===== src/rtl/sdr_pkg.sv =====
`timescale 1ns / 1ps
// ----------------------------------------------------------------------------
// sdr_pkg: shared types for the streaming-aware replacement policy
// Holds the event codes and the control bundle that the update logic hands
// to the top level.
// ----------------------------------------------------------------------------
package sdr_pkg;

	typedef enum logic [1:0] {
		CMD_VICTIM = 2'd0,
		CMD_ACCESS = 2'd1,
		CMD_EVICT  = 2'd2,
		CMD_DECAY  = 2'd3
	} cmd_t;

	// Side effects of one event, applied when the item commits.
	typedef struct packed {
		logic row_we;   // write the set row back
		logic strm_we;  // write the stride detector entry back
		logic cnt_inc;  // raise the addressed signature counter
		logic cnt_dec;  // lower the addressed signature counter
		logic sel_inc;  // raise the dueling selector
		logic sel_dec;  // lower the dueling selector
		logic decay;    // lower every signature counter
	} upd_ctl_t;

	localparam logic [1:0] RRPV_MAX = 2'd3;

endpackage


===== src/rtl/sdr_update.sv =====
`timescale 1ns / 1ps
// ----------------------------------------------------------------------------
// sdr_update: read-modify-write logic for one event
// Takes the set row and stride entry read from memory and produces the
// values to write back, the victim way and the counter side effects.
// ----------------------------------------------------------------------------
module sdr_update #(
	parameter int NUM_WAYS       = 16,
	parameter int SET_W          = 11,
	parameter int LEADER_SETS    = 64,
	parameter int SIGNATURE_BITS = 5,
	parameter int ADDRESS_BITS   = 48
) (
	input  logic [1:0]                              cmd,
	input  logic [SET_W-1:0]                        set_idx,
	input  logic [3:0]                              way,
	input  logic                                    hit,
	input  logic [SIGNATURE_BITS-1:0]               sig,
	input  logic [ADDRESS_BITS-1:0]                 addr,
	input  logic [NUM_WAYS*(2+SIGNATURE_BITS)-1:0]  row_rd,
	input  logic [2*ADDRESS_BITS+2:0]               strm_rd,
	input  logic [1:0]                              cnt_val,
	input  logic                                    sel_top,
	output logic [NUM_WAYS*(2+SIGNATURE_BITS)-1:0]  row_wr,
	output logic [2*ADDRESS_BITS+2:0]               strm_wr,
	output logic [SIGNATURE_BITS-1:0]               cnt_idx,
	output logic [3:0]                              victim,
	output sdr_pkg::upd_ctl_t                       ctl
);
	import sdr_pkg::*;

	localparam int WAY_W        = $clog2(NUM_WAYS);
	localparam int LEADER_LIMIT = 2 * (LEADER_SETS / 2);

	logic [NUM_WAYS-1:0][1:0]                rr, rr_n;
	logic [NUM_WAYS-1:0][SIGNATURE_BITS-1:0] sg, sg_n;
	logic [ADDRESS_BITS-1:0] prev;
	logic [ADDRESS_BITS:0]   stride, stride_n;
	logic [1:0]              sctr, sctr_n;
	logic                    stride_match;
	logic                    way_ok;
	logic [WAY_W-1:0]        wi;
	logic                    lead, srrip, brrip;
	logic                    has3, has2, has1;
	logic [1:0]              top, age, depth;
	logic [31:0]             vw;

	assign {sg, rr}             = row_rd;
	assign {sctr, stride, prev} = strm_rd;

	// Exact signed stride: the borrow of the widened subtract is the sign.
	assign stride_n     = {1'b0, addr} - {1'b0, prev};
	assign stride_match = (stride != '0) && (stride_n == stride);
	assign sctr_n       = stride_match ? ((sctr == 2'd3) ? 2'd3 : sctr + 2'd1)
	                                   : ((sctr == 2'd0) ? 2'd0 : sctr - 2'd1);
	assign strm_wr      = {sctr_n, stride_n, addr};

	assign way_ok = (32'(way) < NUM_WAYS);
	assign wi     = WAY_W'(way);
	assign lead   = (32'(set_idx) < LEADER_LIMIT);
	assign srrip  = lead && !set_idx[0];
	assign brrip  = lead && set_idx[0];
	assign depth  = srrip ? 2'd0 : (brrip ? 2'd2 : (sel_top ? 2'd0 : 2'd2));

	// An eviction adjusts the counter of the line's stored signature; every
	// other event addresses the counter of the incoming signature.
	assign cnt_idx = (cmd_t'(cmd) == CMD_EVICT) ? sg[wi] : sig;

	always_comb begin
		has3 = 1'b0;
		has2 = 1'b0;
		has1 = 1'b0;
		for (int w = 0; w < NUM_WAYS; w++) begin
			has3 = has3 | (rr[w] == 2'd3);
			has2 = has2 | (rr[w] == 2'd2);
			has1 = has1 | (rr[w] == 2'd1);
		end
		top = has3 ? 2'd3 : (has2 ? 2'd2 : (has1 ? 2'd1 : 2'd0));
		age = RRPV_MAX - top;
		// The first way holding the largest value reaches 3 after aging.
		vw = '0;
		for (int w = NUM_WAYS - 1; w >= 0; w--) begin
			if (rr[w] == top) begin
				vw = 32'(w);
			end
		end
	end

	always_comb begin
		rr_n    = rr;
		sg_n    = sg;
		ctl     = '0;
		victim  = '0;
		unique case (cmd_t'(cmd))
			CMD_VICTIM: begin
				for (int w = 0; w < NUM_WAYS; w++) begin
					rr_n[w] = rr[w] + age;
				end
				ctl.row_we = (top != RRPV_MAX);
				victim     = vw[3:0];
			end
			CMD_ACCESS: begin
				if (way_ok) begin
					ctl.row_we = 1'b1;
					if (hit) begin
						rr_n[wi]    = 2'd0;
						ctl.cnt_inc = 1'b1;
					end else begin
						ctl.strm_we = 1'b1;
						sg_n[wi]    = sig;
						if ((sctr_n >= 2'd2) || (cnt_val == 2'd0)) begin
							rr_n[wi] = RRPV_MAX;
						end else begin
							rr_n[wi] = depth;
						end
					end
				end
			end
			CMD_EVICT: begin
				if (way_ok && (rr[wi] == RRPV_MAX)) begin
					ctl.cnt_dec = 1'b1;
					ctl.sel_inc = srrip;
					ctl.sel_dec = brrip;
				end
			end
			CMD_DECAY: begin
				ctl.decay = 1'b1;
			end
		endcase
	end

	assign row_wr = {sg_n, rr_n};

endmodule


===== config.mk =====
export PLATFORM = sky130hd
export DESIGN_NAME = sdr_update
export DESIGN_NICKNAME = d
export VERILOG_FILES = /design/src/rtl/sdr_pkg.sv /design/src/rtl/sdr_update.sv
export SDC_FILE = /design/constraint.sdc
export NUM_CORES = 1
export LEC_CHECK = 0
export BUFFER_PORTS_ARGS = -buffer_cell sky130_fd_sc_hd__buf_2
export CAP_MARGIN = 0
export CORE_AREA = 2 2 200 202
export DETAILED_ROUTE_END_ITERATION = 8
export DIE_AREA = 0 0 202 204
export PLACE_DENSITY_LB_ADDON = 0.3
export SYNTH_ARGS = -nofsm -noshare
export SYNTH_HDL_FRONTEND = slang
export SYNTH_SLANG_ARGS = --single-unit

===== constraint.sdc =====
create_clock -name vclk -period 14.3
set_clock_uncertainty 0.15 [all_clocks]
set_input_delay 1.43 -clock vclk [all_inputs]
set_output_delay 1.43 -clock vclk [all_outputs]
set_load 0.05 [all_outputs]

Word level (Yosys, flattened, before mapping)
Cells that the tools add are included.
- bits in registers: 0
- input bits: 285
- logic and storage cells: 202
- output and inout port bits: 227
- multiplexer cells: 49
- equal/unequal tests: 71
- order comparisons: 4
- bitwise logic cells: 48
- add/sub/neg operators: 20
- reduce and logical (&&, ||, !) cells: 10
- operators by type and width (operator ; count):
    80-bit two-way mux ; 2
    80-bit bitwise mux ; 1
    2-bit == test (second input constant) ; 36
    4-bit two-way mux ; 17
    32-bit two-way mux ; 2
    32-bit one-hot mux with 2 select lines ; 1
    49-bit == test ; 1
    49-bit nonzero test ; 1
    48-bit by 48-bit subtractor with 49-bit output ; 1
    1-bit bitwise OR ; 45
    2-bit by 1-bit == test with 1-bit output (second input constant) ; 17
    2-bit adder ; 16
    32-bit bitwise AND ; 1
    32-bit bitwise mux ; 1
    2-bit == test ; 16
    32-bit NOT ; 1
    32-bit bitwise OR ; 1
    2-bit two-way mux ; 11
    5-bit binary-select mux with 4-bit select ; 1
    5-bit demux with 4-bit select ; 1
    5-bit two-way mux ; 3
    11-bit by 7-bit < comparator with 1-bit output (second input constant) ; 1
    2-bit binary-select mux with 4-bit select ; 1
    2-bit demux with 4-bit select ; 1
    14 further kinds ; 23

Logic depth before layout (Yosys ltp)
Gate-level depths: netlist (run 1).
- depth in word-level cells: 37
- depth in mapped cells: 17
- mapped depth without buffers: 16

Least setup slack after synthesis (run 1)
No wires, ideal clock.
- path type: input to output
- start point: input port addr[0]
- end point: output port row_wr[30]
- stages: 16
- buffers on the path: 0
- required time: 12.720 ns
- setup slack: 6.513 ns
- arrival: 6.207 ns
- path through: inv_1 -> ha_1 -> inv_1 -> fa_1 -> a211oi_1 -> o21ai_2 -> xor2_1 -> xor2_1 -> or3_1 -> nor4_1 -> nand4_1 -> nor4_1 -> and4_1 -> o2111a_1 -> a211oi_2 -> o31ai_1
- longest elaborated chain between the ends: 9
- RTL lines (what ; RTL line ; text):
    start: declaration ; sdr_update.sv:19 ; input logic [ADDRESS_BITS-1:0] addr,
    48-bit by 48-bit subtractor with 49-bit output ; sdr_update.sv:52 ; assign stride_n = {1'b0, addr} - {1'b0, prev};
    net strm_wr[54] ; sdr_update.sv:25 ; output logic [2*ADDRESS_BITS+2:0] strm_wr,
    49-bit == test ; sdr_update.sv:53 ; assign stride_match = (stride != '0) && (stride_n == stride);
    1-bit logical AND ; sdr_update.sv:53 ;
    2-bit two-way mux ; sdr_update.sv:54 ; assign sctr_n = stride_match ? ((sctr == 2'd3) ? 2'd3 : sctr + 2'd1)
    2-bit greater-or-equal comparator ; sdr_update.sv:111 ; if ((sctr_n >= 2'd2) || (cnt_val == 2'd0)) begin
    1-bit logical OR ; sdr_update.sv:111 ;
    32-bit two-way mux ; sdr_update.sv:111 ;
    32-bit two-way mux ; sdr_update.sv:105 ; if (hit) begin
    32-bit one-hot mux with 2 select lines ; sdr_update.sv:94 ; unique case (cmd_t'(cmd))
    end: declaration ; sdr_update.sv:24 ; output logic [NUM_WAYS*(2+SIGNATURE_BITS)-1:0] row_wr,
The timed path passes the listed nets, and every way through them passes these cells.

Final worst setup path (run 1)
- start point: input port addr[11]
- end point: output port row_wr[22]
- longest elaborated chain between the ends: 9
- RTL lines (what ; RTL line):
    48-bit by 48-bit subtractor with 49-bit output ; sdr_update.sv:52
    49-bit == test ; sdr_update.sv:53
    1-bit logical AND ; sdr_update.sv:53
    2-bit two-way mux ; sdr_update.sv:54
    2-bit greater-or-equal comparator ; sdr_update.sv:111
    1-bit logical OR ; sdr_update.sv:111
    32-bit two-way mux ; sdr_update.sv:111
    32-bit two-way mux ; sdr_update.sv:105
    32-bit one-hot mux with 2 select lines ; sdr_update.sv:94
No other way between the ends.

==> metrics.md, run 1 <==
| Metric | Value |
|---|---|
| Starting Density | 24.6% |
| Layout area overhead | 26.1% |
| Synth area leader | mux2_2 |
| Share of the synthesized area in the top cell type | 10.2% |
| DRC viols | 0 |
| Fin. Hold Viols | 0 |
| Iter 0 DRT Violations | 1186 |
| Max Cap Viol | 0 |
| PD cells | 61.6 nW/um^2 |
| Utilization after layout | 31.0% |
| Detailed Route WL | 55100 um |
| # setup viols final | 0 |
| Fin crit period | 8110 ps |
| Vias/cell | 5.65 |
| Detailed Routing Iterations Pass 1 | 5 |
| Dpl hpwl | 47200 um |
| Largest cells by area after synthesis | mux2_2, ha_1, mux4_2 |
| Crit end category | output port |
| Share of the yosys chip area belonging to registers | 0% |
| Status | completed |
| Fin crit share | 56.7% |
| Post-Synthesis Cell Area | 9650 um^2 |
| Total track usage | 24.9% |
| Core Area | 39200 um^2 |
| Total Nets Final | 2115 |
| Global route total overflow | 0 |
| # port buffers | 507 |
| DIE AREA | 41200 um^2 |
| Tot Pwr | 749 uW |
| First-pass GRT wire length | 78900 um |
| Critical path arrival | 6530 ps |
| ANT nets after route | 0 |
| Setup TNS | 0 ps |
| VDD IR max | 46.4 uV |
| FFs & Latches | 0 |
| Startpoint Class | input pin |
| Reg area | 0 um^2 |
| Crit path max fanout | 17 |
| RSZ-0062 raised after global routing | false |
| Unique masters post-synth | 95 |
| # rows | 73 |
| Via count | 13000 |
| Critical path class | in -> out |
| Vias in the first global route | 12000 |
| Postcts setup bufs | 0 |
| Largest net degree at the start of global routing | 42 |
| Max_slew headroom | 31.2% |
| FMAX | 123 MHz |
| Clock buffers | 0 |
| HP Class | in -> out |
| Mapped Nets | 1726 |
| Top cells by count, synth | nand2_1, nor2_1, mux2_2 |
| DR WL/cell | 24.0 um |
| Layout cell share with drive strength beyond 1 | 37.9% |
| Number of antenna violations at the first check in global routing | 7 |
| Die Span Y | 204 um |
| # IOs | 512 |
| CP required | 12720 ps |
| Syn_area_per_cell | 7.02 um^2 |
| Most numerous cell in the Yosys netlist | nand2_1 |
| Hold-fix buffers, CTS | 0 |
| GPL Wtd Cong | 0.976 |
| Post-CTS Resized | 0 |
| LEAKAGE | 5.65 nW |
| Cell count after synthesis | 1375 |
| Chip Width | 202 um |
| Syn. warnings | 0 |
| Worst slew pin tran | 1030 ps |
| Max Slew Vio Count | 0 |
power by group:
| group | internal [mW] | total, mW | switching, mW |
|---|---|---|---|
| Sequential | 0 | 0 | 0 |
| Clock | 0.0000000622 | 0.0000000622 | 0 |
| Combinational | 0.214 | 0.749 | 0.535 |
| Total | 0.214 | 0.749 | 0.535 |
kinds of logic after synthesis:
| group | share of synthesized area, % |
|---|---|
| buf+inv | 11.0 |
| mux | 16.9 |
| xor+xnor | 8.78 |
| fa+ha+maj | 8.84 |
| compound gates | 30.4 |
| simple gates | 24.0 |
critical path: stages:
cell and delay, ps:
buf_2 110, ha_1 410, a21oi_1 300, o21ai_0 310, a311oi_1 680, o311ai_0 240, a2111oi_0 620, and4_1 370
o2111ai_1 190, nor4_1 310, and4_1 330, o2111a_1 220, a211oi_2 40, buf_4 230, o221ai_1 380, buf_2 350
cell usage in the layout (no fill, tap or decap), drive strengths merged, types with 22 or more instances in the layout:
master and count:
mux4 26, nand4 36, nor2 99, nand3 47
mux2 87, buf 513, inv 86, ha 65
nor4 22, nand2 142, a21oi 94, xnor2 44
xor2 37, nor3 26, o21ai 108
per-stage QoR:
stage | hold slack (ps) | area [um^2] | worst slack [ps] | instances
3_5_place_dp | 3020 | 12200 | 6270 | 2287
2_1_floorplan | 2880 | 9650 | 6510 | 1375
5_1_grt | 3020 | 12200 | 6030 | 2288
4_1_cts | 3020 | 12200 | 6250 | 2287
6_report | 3020 | 12200 | 6190 | 2292
3_3_place_gp | 3020 | 12200 | 6250 | 2287
routing by layer:
metal / global-route usage [%] / vias up / wire length (um)
met2: 40.5 / 702 / 25000
met1: 34.4 / 6287 / 23800
met5: 0 / - / 18
met4: 4.15 / 4 / 1100
li1: - / 5908 / -
met3: 4.74 / 57 / 5110
worst paths after layout:
path / end / cells past startpoint / slack [ps] / from
min: strm_wr[17] / 2 / 3020 / addr[17]
max: row_wr[22] / 16 / 6190 / addr[11]
cell type report:
type,count,area [um^2]
Inverter,86,323
Multi-Input combinational cell,1163,8590
Tap cell,525,657
Antenna cell,5,12.5
Fill cell,4390,27000
Timing Repair Buffer,513,2580
Note: power is estimated with default switching activity, not from simulation.
==> run 2: changes to the inputs <==
clock period = 6.6 ns   (was 14.3 ns; I/O delays follow)
==> run 2 against run 1 <==
  * Final area up 0.95%
  * Highest routed layer unchanged
  * Critical path depth grew 3
  * Die area did not move
  * Sequential cell count is the same
  * First-iteration DRC count decreased by 4.4%
==> metrics.md, run 2 (synthesis results as in run 1) <==
| Metric | Value |
|---|---|
| Vias/cell | 5.63 (-0.41%) |
| Crit path largest cell delay | 570 ps (-110 ps) |
| FMAX | 158 MHz |
| Die Span Y | 204 um (unchanged) |
| CP endpoint | row_wr[30] |
| Starting Density | 24.6% (unchanged) |
| Fin crit share | 96.1% |
| Crit end category | output port |
| Critical path depth | 19 (+3) |
| LEAKAGE | 5.72 nW (+1.4%) |
| DR WL/cell | 23.8 um (-0.93%) |
| Internal power | 475 uW (+120%) |
| Max_slew headroom | 34.2% (+3.0 points) |
| Critical path class | in -> out |
| Setup TNS | 0 ps (unchanged) |
| Dpl hpwl | 47600 um (+0.77%) |
| Clock buffers | 0 (unchanged) |
| GPL Wtd Cong | 0.958 (-1.9%) |
| Layout cell share with drive strength beyond 1 | 38.4% (+0.52 points) |
| Number of antenna violations at the first check in global routing | 8 (+1) |
| PD cells | 134 nW/um^2 (+120%) |
| FFs & Latches | 0 (unchanged) |
| Max Slew Vio Count | 0 (unchanged) |
| Fin crit period | 6340 ps |
| Flop pwr share | 0% (unchanged) |
| # IOs | 512 (unchanged) |
| Detailed Routing Iterations Pass 1 | 6 (+1) |
| Fin. Hold Viols | 0 (unchanged) |
| ANT nets after route | 0 (unchanged) |
| Status | completed |
| Leading cell type in the layout, fill and taps excluded | buf_2 |
| Comb power frac | 100.0% (about the same) |
| RSZ-0062 raised after global routing | false |
| CP required | 5790 ps (-6930 ps) |
| Largest net degree at the start of global routing | 42 (unchanged) |
| Vias in the first global route | 12200 (+1.6%) |
| Core Area | 39200 um^2 (unchanged) |
| Critical path arrival | 5530 ps (-1000 ps) |
| Switch share | 71.0% (-0.37 points) |
| Detailed Route WL | 54900 um (-0.37%) |
| Psw | 1.16 mW (+120%) |
| DRC viols | 0 (unchanged) |
| # port buffers | 507 (unchanged) |
| Reg area | 0 um^2 (unchanged) |
| Layout area overhead | 27.3% |
| Crit path cell chain | buf_2, inv_1, ha_1, inv_1, fa_1, a211oi_1, o21ai_2, a31oi_1, a21oi_1, nand2b_1, a211o_1, a2111o_1, or4_4, nor4_4, o2111a_1, a211oi_4, buf_4, o31ai_1, buf_2 |
| First-pass GRT wire length | 78400 um (-0.59%) |
| Total track usage | 24.8% (-0.046 points) |
| Postcts setup bufs | 0 (unchanged) |
| Max Cap Viol | 0 (unchanged) |
| VDD IR max | 119 uV (+160%) |
| Worst path bufs/invs | 5 (+2) |
| CP startpoint | addr[0] |
| Total Nets Final | 2130 (+0.71%) |
| Iter 0 DRT Violations | 1134 (-4.4%) |
| Filler cells | 4378 (-0.27%) |
| Via count | 13000 (+0.15%) |
| # rows | 73 (unchanged) |
| Power share of the clock group | 0% (unchanged) |
| Slowest CP cell | or4_4 |
| Chip Width | 202 um (unchanged) |
| Crit path max fanout | 11 (-6) |
| HP Class | in -> out |
| Layout Cells excl Fill | 2305 (+0.57%) |
| # setup viols final | 0 (unchanged) |
| Global route total overflow | 0 (unchanged) |
| CP top delay family | compound AO/OA/AOI/OAI gates |
| Startpoint Class | input pin |
| Most frequent cells in the layout | buf_2, nand2_1, nor2_1 |
| Worst slew pin tran | 983 ps (-43.1 ps) |
| DIE AREA | 41200 um^2 (unchanged) |
| Placed cell count | 2302 (+0.66%) |
==> run 2: changes by cell type in the layout (fill, tap and decap cells not counted), sizes merged <==
cell   delta
diode     -2
buf      +15
==> run 2: area by class of cell <==
cell class                      count  area [um^2]  area share [%]
Antenna cell                        3         7.51          0.0611
Tap cell                          525          657            5.35
Multi-Input combinational cell   1163         8600            70.0
Timing Repair Buffer              528         2700            21.9
Inverter                           86          323            2.63
==> run 2: how the worst min path moves through the flow <==
stage	startpoint	slack [ps]	depth (start not counted)	end
6_report	addr[31]	1480	2	strm_wr[31]
2_1_floorplan	addr[0]	1340	1	strm_wr[0]
5_1_grt	addr[12]	1480	2	strm_wr[12]
4_1_cts	addr[16]	1480	2	strm_wr[16]
3_5_place_dp	addr[29]	1480	2	strm_wr[29]
3_3_place_gp	addr[11]	1480	2	strm_wr[11]
==> run 2: timing repair <==
| item | in CTS | in global routing |
|---|---|---|
| gates resized for setup | 0 | 1 |
| hold buffers | 0 | 0 |
| endpoints found under the setup margin | 0 | 9 |
==> run 2: power by group through the flow <==
stage,clock network (mW),logic [mW],registers (mW)
2_1_floorplan,0,1.13,0
3_3_place_gp,0,1.62,0
3_5_place_dp,0,1.61,0
4_1_cts,0,1.62,0
5_1_grt,0.0000000406,1.72,0
6_report,0.0000000611,1.64,0
==> run 2: per-layer routing <==
layer | part of all wire, % | track usage, % | wire length [um] | up-vias
li1 | - | - | - | 5923
met1 | 43 | 33.6 | 23700 | 6232
met2 | 45 | 39.2 | 24500 | 712
met3 | 8.8 | 5.25 | 4840 | 99
met4 | 3.0 | 7.22 | 1640 | 12
met5 | 0.38 | 2.38 | 211 | -
==> run 2: through the flow <==
step | cell area (um^2) | power [mW] | util [%] | hold WS [ps] | worst slack [ps]
floorplan | 9650 | 1.13 | - | 1340 | 353
global placement | 12300 | 1.62 | 31.3 | 1480 | 207
detailed placement | 12300 | 1.61 | 31.3 | 1480 | 216
CTS | 12300 | 1.62 | 31.3 | 1480 | 185
global route | 12300 | 1.72 | 31.3 | 1480 | 7.64
finish | 12300 | 1.64 | 31.3 | 1480 | 259
